===== src/hw/rtl/hsv2rgb_pkg.sv =====
// hsv2rgb_pkg: shared types and constants for the hsv to rgb converter
// no dependencies; imported by hsv_to_rgb_converter_core
`timescale 1ns / 1ps

package hsv2rgb_pkg;

  localparam int HUE_W      = 16;
  localparam int CH_W       = 8;
  localparam int HDEG_W     = 9;
  localparam int SECTOR_DEG = 60;
  localparam int SECTOR_CNT = 6;

  localparam logic [CH_W-1:0] CH_MAX = 8'd255;

  typedef struct packed {
    logic [HUE_W-1:0] hue;
    logic [CH_W-1:0]  saturation;
    logic [CH_W-1:0]  brightness;
  } hsv_in_t;

  typedef struct packed {
    logic [CH_W-1:0] red;
    logic [CH_W-1:0] green;
    logic [CH_W-1:0] blue;
  } rgb_out_t;

  typedef enum logic [2:0] {
    SEC_RED_YEL,
    SEC_YEL_GRN,
    SEC_GRN_CYA,
    SEC_CYA_BLU,
    SEC_BLU_MAG,
    SEC_MAG_RED
  } sector_t;

  // floor(x / 255) for x up to 255 * 255, by shift and add
  function automatic logic [CH_W-1:0] div255(input logic [2*CH_W-1:0] x);
    logic [2*CH_W:0] sum;
    sum = (2*CH_W+1)'(x) + (2*CH_W+1)'(x[2*CH_W-1:CH_W]) + (2*CH_W+1)'(1);
    return sum[2*CH_W-1:CH_W];
  endfunction

endpackage


===== src/hw/rtl/hsv_to_rgb_converter_core.sv =====
// hsv_to_rgb_converter_core: eight-stage pipeline from hue, saturation and
// brightness to 8-bit red, green and blue. Takes one transaction per clock when
// the output side keeps up. The stages are the hue reduction by reciprocal
// multiply (three stages), the sector split, and two rounds of 8x8 multiply
// followed by a divide by 255. Each stage holds its own valid bit and takes new
// data whenever it is empty or the stage after it moves, so empty stages fill
// up while a result waits on out_stall, and in_stall rises only when all stages
// are occupied. Hue is reduced modulo HUE_RANGE; saturation and brightness
// above SAT_FULL and BRT_FULL are clamped. Depends on hsv2rgb_pkg.
`timescale 1ns / 1ps

module hsv_to_rgb_converter_core
  import hsv2rgb_pkg::*;
#(
  parameter int HUE_RANGE = 360,
  parameter int SAT_FULL  = 100,
  parameter int BRT_FULL  = 100
) (
  input  logic     clk,
  input  logic     rst_n,
  input  logic     in_valid,
  output logic     in_stall,
  input  hsv_in_t  in_data,
  output logic     out_valid,
  input  logic     out_stall,
  output rgb_out_t out_data
);

  localparam int NSTG    = 8;
  localparam int LUT_N   = 1 << CH_W;
  localparam int RECIP   = (1 << HUE_W) / HUE_RANGE;
  localparam int RECIP_W = $clog2(RECIP + 1);
  localparam int PROD_W  = HUE_W + RECIP_W;
  localparam int QR_W    = RECIP_W + HDEG_W;
  localparam int MUL_W   = 2 * CH_W;

  // handshake and valid chain
  logic [NSTG:1] vld_r;
  logic [NSTG:1] vld_nxt;
  logic [NSTG:1] vld_in;
  logic [NSTG:1] rdy;

  always_comb begin
    rdy[NSTG] = !vld_r[NSTG] || !out_stall;
    for (int k = NSTG - 1; k >= 1; k--) begin
      rdy[k] = !vld_r[k] || rdy[k+1];
    end
  end

  assign vld_in  = {vld_r[NSTG-1:1], in_valid};
  assign vld_nxt = (rdy & vld_in) | (~rdy & vld_r);

  always_ff @(posedge clk) begin
    if (!rst_n) begin
      vld_r <= '0;
    end else begin
      vld_r <= vld_nxt;
    end
  end

  assign in_stall  = !rdy[1];
  assign out_valid = vld_r[NSTG];

  // scaling tables for saturation and brightness, clamp included
  logic [CH_W-1:0] sat_lut [LUT_N];
  logic [CH_W-1:0] brt_lut [LUT_N];

  for (genvar i = 0; i < LUT_N; i++) begin : g_lut
    localparam int SAT_V = ((i > SAT_FULL) ? SAT_FULL : i) * int'(CH_MAX) / SAT_FULL;
    localparam int BRT_V = ((i > BRT_FULL) ? BRT_FULL : i) * int'(CH_MAX) / BRT_FULL;
    assign sat_lut[i] = CH_W'(SAT_V);
    assign brt_lut[i] = CH_W'(BRT_V);
  end

  // stage 1: quotient estimate of hue by reciprocal, s and v lookup
  logic [PROD_W-1:0]  prod1_nxt;
  logic [HUE_W-1:0]   h1_r;
  logic [RECIP_W-1:0] qe1_r;
  logic [CH_W-1:0]    s1_r, v1_r;

  assign prod1_nxt = PROD_W'(in_data.hue) * PROD_W'(RECIP);

  always_ff @(posedge clk) begin
    if (rdy[1]) begin
      h1_r  <= in_data.hue;
      qe1_r <= prod1_nxt[HUE_W +: RECIP_W];
      s1_r  <= sat_lut[in_data.saturation];
      v1_r  <= brt_lut[in_data.brightness];
    end
  end

  // stage 2: quotient estimate times range
  logic [QR_W-1:0]  qr2_nxt;
  logic [HUE_W-1:0] h2_r, qr2_r;
  logic [CH_W-1:0]  s2_r, v2_r;

  assign qr2_nxt = QR_W'(qe1_r) * QR_W'(HUE_RANGE);

  always_ff @(posedge clk) begin
    if (rdy[2]) begin
      h2_r  <= h1_r;
      qr2_r <= qr2_nxt[HUE_W-1:0];
      s2_r  <= s1_r;
      v2_r  <= v1_r;
    end
  end

  // stage 3: remainder with one correction step
  logic [HUE_W-1:0]  rem3_c;
  logic [HUE_W-1:0]  hr3_c;
  logic [HDEG_W-1:0] hr3_r;
  logic [CH_W-1:0]   s3_r, v3_r;

  always_comb begin
    rem3_c = h2_r - qr2_r;
    if (rem3_c >= HUE_W'(HUE_RANGE)) begin
      hr3_c = rem3_c - HUE_W'(HUE_RANGE);
    end else begin
      hr3_c = rem3_c;
    end
  end

  always_ff @(posedge clk) begin
    if (rdy[3]) begin
      hr3_r <= hr3_c[HDEG_W-1:0];
      s3_r  <= s2_r;
      v3_r  <= v2_r;
    end
  end

  // stage 4: sector and fraction, f = (h mod 60) * 17 / 4
  logic [2:0]        cnt4_c;
  logic [HDEG_W-1:0] hm4_c;
  logic [10:0]       f17_c;
  sector_t           sec4_r;
  logic [CH_W-1:0]   f4_r, s4_r, v4_r;

  always_comb begin
    cnt4_c = '0;
    for (int i = 1; i < SECTOR_CNT; i++) begin
      if (hr3_r >= HDEG_W'(i * SECTOR_DEG)) begin
        cnt4_c = cnt4_c + 3'd1;
      end
    end
    hm4_c = hr3_r - HDEG_W'(int'(cnt4_c) * SECTOR_DEG);
    f17_c = {1'b0, hm4_c[5:0], 4'b0000} + 11'(hm4_c[5:0]);
  end

  always_ff @(posedge clk) begin
    if (rdy[4]) begin
      sec4_r <= sector_t'(cnt4_c);
      f4_r   <= f17_c[9:2];
      s4_r   <= s3_r;
      v4_r   <= v3_r;
    end
  end

  // stage 5: f*s, (255-f)*s, v*(255-s)
  sector_t          sec5_r;
  logic [MUL_W-1:0] fs5_r, ts5_r, ps5_r;
  logic [CH_W-1:0]  v5_r;

  always_ff @(posedge clk) begin
    if (rdy[5]) begin
      sec5_r <= sec4_r;
      fs5_r  <= MUL_W'(f4_r) * MUL_W'(s4_r);
      ts5_r  <= MUL_W'(CH_MAX - f4_r) * MUL_W'(s4_r);
      ps5_r  <= MUL_W'(v4_r) * MUL_W'(CH_MAX - s4_r);
      v5_r   <= v4_r;
    end
  end

  // stage 6: divide by 255
  sector_t         sec6_r;
  logic [CH_W-1:0] a6_r, b6_r, p6_r, v6_r;

  always_ff @(posedge clk) begin
    if (rdy[6]) begin
      sec6_r <= sec5_r;
      a6_r   <= div255(fs5_r);
      b6_r   <= div255(ts5_r);
      p6_r   <= div255(ps5_r);
      v6_r   <= v5_r;
    end
  end

  // stage 7: v*(255-a) and v*(255-b)
  sector_t          sec7_r;
  logic [MUL_W-1:0] qm7_r, tm7_r;
  logic [CH_W-1:0]  p7_r, v7_r;

  always_ff @(posedge clk) begin
    if (rdy[7]) begin
      sec7_r <= sec6_r;
      qm7_r  <= MUL_W'(v6_r) * MUL_W'(CH_MAX - a6_r);
      tm7_r  <= MUL_W'(v6_r) * MUL_W'(CH_MAX - b6_r);
      p7_r   <= p6_r;
      v7_r   <= v6_r;
    end
  end

  // stage 8: final divide and channel order
  logic [CH_W-1:0] q8_c, t8_c;
  rgb_out_t        out_nxt;
  rgb_out_t        out_r;

  always_comb begin
    q8_c = div255(qm7_r);
    t8_c = div255(tm7_r);
    unique case (sec7_r)
      SEC_RED_YEL: out_nxt = '{red: v7_r, green: t8_c, blue: p7_r};
      SEC_YEL_GRN: out_nxt = '{red: q8_c, green: v7_r, blue: p7_r};
      SEC_GRN_CYA: out_nxt = '{red: p7_r, green: v7_r, blue: t8_c};
      SEC_CYA_BLU: out_nxt = '{red: p7_r, green: q8_c, blue: v7_r};
      SEC_BLU_MAG: out_nxt = '{red: t8_c, green: p7_r, blue: v7_r};
      default:     out_nxt = '{red: v7_r, green: p7_r, blue: q8_c};
    endcase
  end

  always_ff @(posedge clk) begin
    if (rdy[8]) begin
      out_r <= out_nxt;
    end
  end

  assign out_data = out_r;

`ifndef SYNTHESIS
  // input backs up only with every stage full and the output held
  a_stall_full: assert property (@(posedge clk) disable iff (!rst_n)
    in_stall |-> ((&vld_r) && out_stall))
    else $error("in_stall with a free pipeline stage");

  // accepted transaction lands in stage 1
  a_accept_lands: assert property (@(posedge clk) disable iff (!rst_n)
    (in_valid && !in_stall) |=> vld_r[1])
    else $error("accepted transaction lost at stage 1");

  // reduced hue stays below the range
  a_hue_reduced: assert property (@(posedge clk) disable iff (!rst_n)
    vld_r[3] |-> (hr3_r < HDEG_W'(HUE_RANGE)))
    else $error("hue reduction out of range");

  // output drains when nothing is behind it
  a_out_drain: assert property (@(posedge clk) disable iff (!rst_n)
    (out_valid && !out_stall && !vld_r[NSTG-1]) |=> !out_valid)
    else $error("result repeated on output");
`endif

endmodule


===== config.mk =====
export PLATFORM = sky130hd
export DESIGN_NAME = hsv_to_rgb_converter_core
export DESIGN_NICKNAME = d
export VERILOG_FILES = /design/src/hw/rtl/hsv2rgb_pkg.sv /design/src/hw/rtl/hsv_to_rgb_converter_core.sv
export SDC_FILE = /design/constraint.sdc
export NUM_CORES = 1
export LEC_CHECK = 0
export CELL_PAD_IN_SITES_DETAIL_PLACEMENT = 1
export CELL_PAD_IN_SITES_GLOBAL_PLACEMENT = 1
export CORE_MARGIN = 4
export CORE_UTILIZATION = 57
export CTS_CLUSTER_SIZE = 16
export DETAILED_ROUTE_END_ITERATION = 16
export DONT_BUFFER_PORTS = 1
export PLACE_DENSITY = 0.95
export SYNTH_ARGS = -nofsm -noshare
export SYNTH_HDL_FRONTEND = slang
export SYNTH_SLANG_ARGS = --single-unit

===== constraint.sdc =====
create_clock -name clk -period 8.5 [get_ports clk]
set_input_delay 0.425 -clock clk [delete_from_list [all_inputs] [get_ports clk]]
set_output_delay 0.425 -clock clk [all_outputs]
set_load 0.02 [all_outputs]

# --- Word level (Yosys, flattened, before mapping) ---
# Memory sizes are Yosys's and may differ from the RTL's. A register that Yosys moved wholly into a read port is not among the register bits.
# Cells that the tools add are included.
totals:
  register_bits: 298
  memories: 2
  rom_bits: 4096
  out_inout_bits: 26
  inputBits: 36
op_classes:
  eq_ne: 4
  n_reduce_logical: 19
  mux: 7
  n_mul: 8
  n_addsub: 22
  order_cmp: 6
  bitwise: 6
mem_list:
  columns: ["name", "words", "word_bits", "read_ports", "rd_clocked_by_memory_dff", "write_ports", "line", "text"]
  rows:
  - ["(name not given)", 256, 8, 1, 1, 0, "hsv_to_rgb_converter_core.sv:88", "v1_r <= brt_lut[in_data.brightness];"]
  - ["(name not given)", 256, 8, 1, 1, 0, "hsv_to_rgb_converter_core.sv:87", "s1_r <= sat_lut[in_data.saturation];"]
ops:
  columns: ["op", "count"]
  rows:
  - ["$pmux 24 s5", 1]
  - ["$add 16x1->16 const B", 5]
  - ["$add 16x8->16", 5]
  - ["$mul 9x9->16", 4]
  - ["$sub 8x8->9 const A", 4]
  - ["$mul 16x7->23 const B", 1]
  - ["$ge 9x8->1 const B", 2]
  - ["$not 8->9", 2]
  - ["$and 8x8->8", 2]
  - ["$ge 16x9->1 const B", 1]
  - ["$mul 8x8->16", 1]
  - ["$sub 16x16->16", 1]
  - ["$mul 8x6->13 const B", 1]
  - ["$add 3x1->3 const B", 4]
  - ["$mux 3", 4]
  - ["$add 10x6->10", 1]
  - ["$logic_not 1->1", 10]
  - ["$ge 9x6->1 const B", 1]
  - ["$ge 9x7->1 const B", 1]
  - ["$ge 9x9->1 const B", 1]
  - ["$mux 9", 1]
  - ["$sub 9x9->9 const B", 1]
  - ["$logic_or 1x1->1", 8]
  - ["$not 8->8", 1]
  - ["other kinds (8)", 9]

# --- Longest topological paths before layout ---
depth:
  ltp_word: 13
  mapped_depth: 24
  ltp_nobuf: 24

# --- Least setup slack after synthesis ---
# Ideal clock, no wire load.
synth_path:
  kind: "flip-flop to flip-flop"
  startpoint: "register hr3_r[3]"
  endpoint: "register f4_r[6] (data pin)"
  synth_period_minus_slack_ps: 5439
  path_stages_with_launch: 21
  path_slack_ps: 3061
  n_path_buf: 0
  arrival_time_ps: 5175
  cell_sequence: "edfxtp_1 > and3_1 > a2111oi_0 > inv_1 > ha_1 > xor2_1 > ha_1 > mux2_2 > ha_1 > mux2_2 > fa_1 > ha_1 > inv_1 > ha_1 > xor2_1 > ha_1 > inv_1 > fa_1 > nor2_1 > nand2_1 > xnor2_1"
synth_between:
  elab_chain_len: 13
  elab_cells_between_ends: 17
  cone_classes: "add/sub: 6; mul: 1; order compare: 5; mux: 5"
synth_lines:
  columns: ["item", "line", "text"]
  rows:
  - ["start, declared", "hsv_to_rgb_converter_core.sv:111", "logic [HDEG_W-1:0] hr3_r;"]
  - ["start signal, assigned", "hsv_to_rgb_converter_core.sv:125", "hr3_r <= hr3_c[HDEG_W-1:0];"]
  - ["$ge 9x6->1", "hsv_to_rgb_converter_core.sv:141", "if (hr3_r >= HDEG_W'(i * SECTOR_DEG)) begin"]
  - ["$mux 1", "hsv_to_rgb_converter_core.sv:141", null]
  - ["$add 3x1->3", "hsv_to_rgb_converter_core.sv:142", "cnt4_c = cnt4_c + 3'd1;"]
  - ["$mux 3", "hsv_to_rgb_converter_core.sv:141", null]
  - ["$add 3x1->3", "hsv_to_rgb_converter_core.sv:142", null]
  - ["$mux 3", "hsv_to_rgb_converter_core.sv:141", null]
  - ["$add 3x1->3", "hsv_to_rgb_converter_core.sv:142", null]
  - ["$mux 3", "hsv_to_rgb_converter_core.sv:141", null]
  - ["$add 3x1->3", "hsv_to_rgb_converter_core.sv:142", null]
  - ["$mux 3", "hsv_to_rgb_converter_core.sv:141", null]
  - ["$mul 3x4->4", "hsv_to_rgb_converter_core.sv:145", "hm4_c = hr3_r - HDEG_W'(int'(cnt4_c) * SECTOR_DEG);"]
  - ["$sub 6x6->6 (*)", "hsv_to_rgb_converter_core.sv:145", null]
  - ["$add 10x6->10 (*)", "hsv_to_rgb_converter_core.sv:146", "f17_c = {1'b0, hm4_c[5:0], 4'b0000} + 11'(hm4_c[5:0]);"]
  - ["net f17_c[8]", "hsv_to_rgb_converter_core.sv:134", "logic [10:0] f17_c;"]
  - ["end signal, assigned", "hsv_to_rgb_converter_core.sv:152", "f4_r <= f17_c[9:2];"]
  - ["end, declared", "hsv_to_rgb_converter_core.sv:136", "logic [CH_W-1:0] f4_r, s4_r, v4_r;"]
# The timed path passes the listed nets; every way through them passes the cells marked *.
# A chain may end at the register's enable or synchronous reset.

# --- Worst setup path after layout ---
layout_path:
  startpoint: "register hr3_r[3]"
  endpoint: "register f4_r[6] (data pin)"
layout_between:
  elab_chain_len: 13
  elab_cells_between_ends: 17
  cone_classes: "add/sub: 6; mul: 1; order compare: 5; mux: 5"
layout_lines:
  columns: ["item", "line", "text"]
  rows:
  - ["$ge 9x6->1", "hsv_to_rgb_converter_core.sv:141", null]
  - ["$mux 1", "hsv_to_rgb_converter_core.sv:141", null]
  - ["$add 3x1->3", "hsv_to_rgb_converter_core.sv:142", null]
  - ["$mux 3", "hsv_to_rgb_converter_core.sv:141", null]
  - ["$add 3x1->3", "hsv_to_rgb_converter_core.sv:142", null]
  - ["$mux 3", "hsv_to_rgb_converter_core.sv:141", null]
  - ["$add 3x1->3", "hsv_to_rgb_converter_core.sv:142", null]
  - ["$mux 3", "hsv_to_rgb_converter_core.sv:141", null]
  - ["$add 3x1->3", "hsv_to_rgb_converter_core.sv:142", null]
  - ["$mux 3 (*)", "hsv_to_rgb_converter_core.sv:141", null]
  - ["net cnt4_c[2]", "hsv_to_rgb_converter_core.sv:132", "logic [2:0] cnt4_c;"]
  - ["$mul 3x4->4 (*)", "hsv_to_rgb_converter_core.sv:145", null]
  - ["$sub 6x6->6 (*)", "hsv_to_rgb_converter_core.sv:145", null]
  - ["$add 10x6->10 (*)", "hsv_to_rgb_converter_core.sv:146", null]
  - ["net f17_c[8]", "hsv_to_rgb_converter_core.sv:134", null]
# Marks and branches as above.

==> summary.txt <==
STA
  – Rel. slew slack: 0.183
  – Slew @ Worst Pin: 1230 ps
  – Setup TNS: 0 ps
  – Clock Skew: ~26 ps
  – Post-route setup slack: around 2100 ps
  – Minimum clock period: 6410 ps
  – Fin crit share: 0.754
  – Max Slew Vio Count: 0
  – Final hold vios: 0
  – RSZ-0062 raised after global routing: no
  – Final setup violation count: 0
  – Max Fclk: roughly 160 MHz

Routing
  – DR vias: between 20000 and 25000
  – Final WL: between 80000 and 90000 um
  – Drt wl/cell: 25.7 um
  – Drc violations: 0
  – DRT antenna net count: 0
  – Drt pass-1 iters: 5
  – Vias per inst: 6.27
  – Iter 0 DRT Violations: 1455

Worst setup path
  – FF-to-FF Start: hr3_r[3]
  – Worst reg2reg path depth: 22
  – Slowest CP cell: a2111oi_0
  – Reg-to-reg setup timing slack: 2090 ps
  – CP bufs+invs: 3
  – Capture point of the worst reg-to-reg path: f4_r[6]
  – Critical path class: reg2reg
  – Required @ worst endpoint: 8840 ps
  – Critical path arrival: 6750 ps
  – Largest delay share family, worst path: adder cells
  – Startpoint types: flop
  – Max stage delay on crit path: 690 ps
  – CP cell instances: and3_1 -> a2111oi_0 -> inv_1 -> ha_1 -> xor2_1 -> ha_1 -> mux2_2 -> ha_1 -> nand2_1 -> xnor2_1 -> xnor2_1 -> fa_1 -> ha_1 -> inv_1 -> ha_1 -> xor2_1 -> ha_1 -> inv_1 -> fa_1 -> nor2_1 -> nand2_1 -> xnor2_1
  – CP max FO: 5
  – Most common cell on crit path: ha_1
  – CP Capture Type: flop

Die
  – Chip Width: 232 um
  – Die area: 53800 um2
  – Initial Util: 0.580
  – IO Pins: 62
  – Die height: 232 um
  – Rows: 81
  – Placeable Area: approximately 49000 um2

CTS
  – CTS tree: built
  – CTS Buffer Depth: 3
  – Root buffer cell: clkbuf_16
  – # resized after CTS: 0
  – Clock Latency Late Sink: 570 ps
  – H-tree depth: 2
  – Hold-fix buffers at CTS: 18
  – Post-CTS Setup Inserts: 0
  – Total CTS buffers: 36
  – Clk pin slew, worst setup/hold paths: 80 ps
  – CTS Sinks: 314

Hold path
  – Min-delay src: rst_n
  – Hold Crit Depth: 1
  – Hold/Removal Path Class: in2reg

Synth
  – Mapped Area: between 20000 and 30000 um2
  – Post-synth top area share: 0.321
  – Ys flop type: edfxtp_1
  – Top cell type by total area after synthesis: edfxtp_1
  – Sequential fraction of the synthesis area: 0.327
  – Synth warn: 0
  – Yosys cell types: 77
  – Mapped Nets: 3334
  – Count leader, synth: inv_1
  – Post-synth EDFFs: 306
  – Top cells by area, synth: edfxtp_1 (32%), fa_1 (16%), ha_1 (15%)
  – Mean post-synth cell area: 10.5 um2
  – Synth Instances: 2721
  – Top post-synthesis cells by count: inv_1 (417), ha_1 (342), edfxtp_1 (306), fa_1 (235), nor2b_1 (191)
  – #FFs+latches synth: 314
  – Asr flop ratio synth: 0

Cells and area
  – Storage element area: 9350 um2
  – Share of layout cells above drive strength 1: 0.0324
  – # fillers: 5180
  – Number of antenna cells inserted: 0
  – Layout Cells excl Fill: between 3000 and 4000
  – Area of the multi-input gates: 17300 um2
  – Final nets: 3312
  – Area growth, synth to finish: 6.52%

Place
  – GPL Wtd Cong: 0.887
  – Dpl ws: 2370 ps
  – Post-DP HPWL: 58400 um
  – Dpl cells: ~3300
  – # port buffers: 0

Run
  – Max cap viols: 0

Global routing
  – Largest net degree at the start of global routing: 60
  – Global-route wire length before repair: ~140000 um
  – Grt total ovfl: 0
  – GRT Resource Usage Total: 0.328
  – Initial antenna violation count: 0
  – Vias in the first global route: approximately 25000

Run status
  – Outcome: completed
-- layout by cell type, fill, tap and decap left out, types with 9 or more instances in the layout --
cell / n
o31ai_1: 13
xor2_1: 34
xnor2_1: 88
o211ai_1: 28
fa_1: 235
a21oi_1: 113
and2_1: 40
o21ai_0: 81
a21o_1: 21
a211o_1: 12
or3_1: 12
dlygate4sd3_1: 18
and3_1: 19
nor3_1: 31
a211oi_1: 31
edfxtp_1: 306
nor2_1: 118
nand3_1: 36
o21a_1: 20
nand2b_1: 116
ha_1: 342
clkbuf_16: 37
o211a_1: 9
a31oi_1: 11
mux2i_1: 23
inv_1: 414
nand2_1: 129
nor2b_1: 191
-- cells by family after synthesis --
family          after synthesis  share of synthesized area
fa+ha+maj                   577                      0.314
mux                          35                     0.0151
compound gates              433                      0.102
flops                       314                      0.327
xor+xnor                    122                     0.0374
simple gates                734                      0.138
buf+inv                     506                     0.0665
-- metrics by stage --
step                      hold slack (ps)   util  cell area (um2)
after global routing                 34.4  0.618            30500
after global placement                401  0.592            29200
final                                25.5  0.618            30500
after floorplan                       400      -            28600
after CTS                            20.4  0.618            30500
after detailed placement              406  0.592            29200
-- worst max path at each step --
stage / startpoint / end / slack [ps] / depth (start not counted)
after floorplan: hr3_r[3] / f4_r[6] / 3060 / 20
after global placement: hr3_r[3] / f4_r[6] / 2780 / 20
after detailed placement: hr3_r[3] / f4_r[6] / 2370 / 22
after CTS: hr3_r[3] / f4_r[6] / 2170 / 22
after global routing: hr3_r[3] / f4_r[6] / 1790 / 22
final: hr3_r[3] / f4_r[6] / 2090 / 22
-- layer usage --
metal  global-route usage  share of wire
met5                    0              0
met1                0.345           0.34
met3               0.0458          0.045
met4                0.228          0.084
met2                0.606           0.53
-- state kept, by name (all words and copies together) (netlist names), 9 cells and up, named ones only --
register	cells
ts5_r	16
h2_r	16
h1_r	16
tm7_r	16
hr3_r	9
fs5_r	16
ps5_r	16
qr2_r	13
qm7_r	16
out_data	24
-- final cells by class --
type                            instances  share of cell area
Clock buffer                           46              0.0318
Clock inverter                         13             0.00485
Inverter                              421              0.0519
Multi-Input combinational cell       1901               0.570
Sequential cell                       314               0.307
Tap cell                              664              0.0273
Timing Repair Buffer                   25             0.00764
-- worst register-to-register path: cells and delay by family (launching register included) --
kind | cells | cell delay (ps)
mux | 1 | 290
flops | 1 | 490
simple gates | 4 | 580
buf+inv | 3 | 220
fa+ha+maj | 8 | 2600
xor+xnor | 5 | 1300
compound gates | 1 | 690
Power is not shown: default switching activity piles up to over one toggle a cycle in this logic, so the estimate is an artifact.
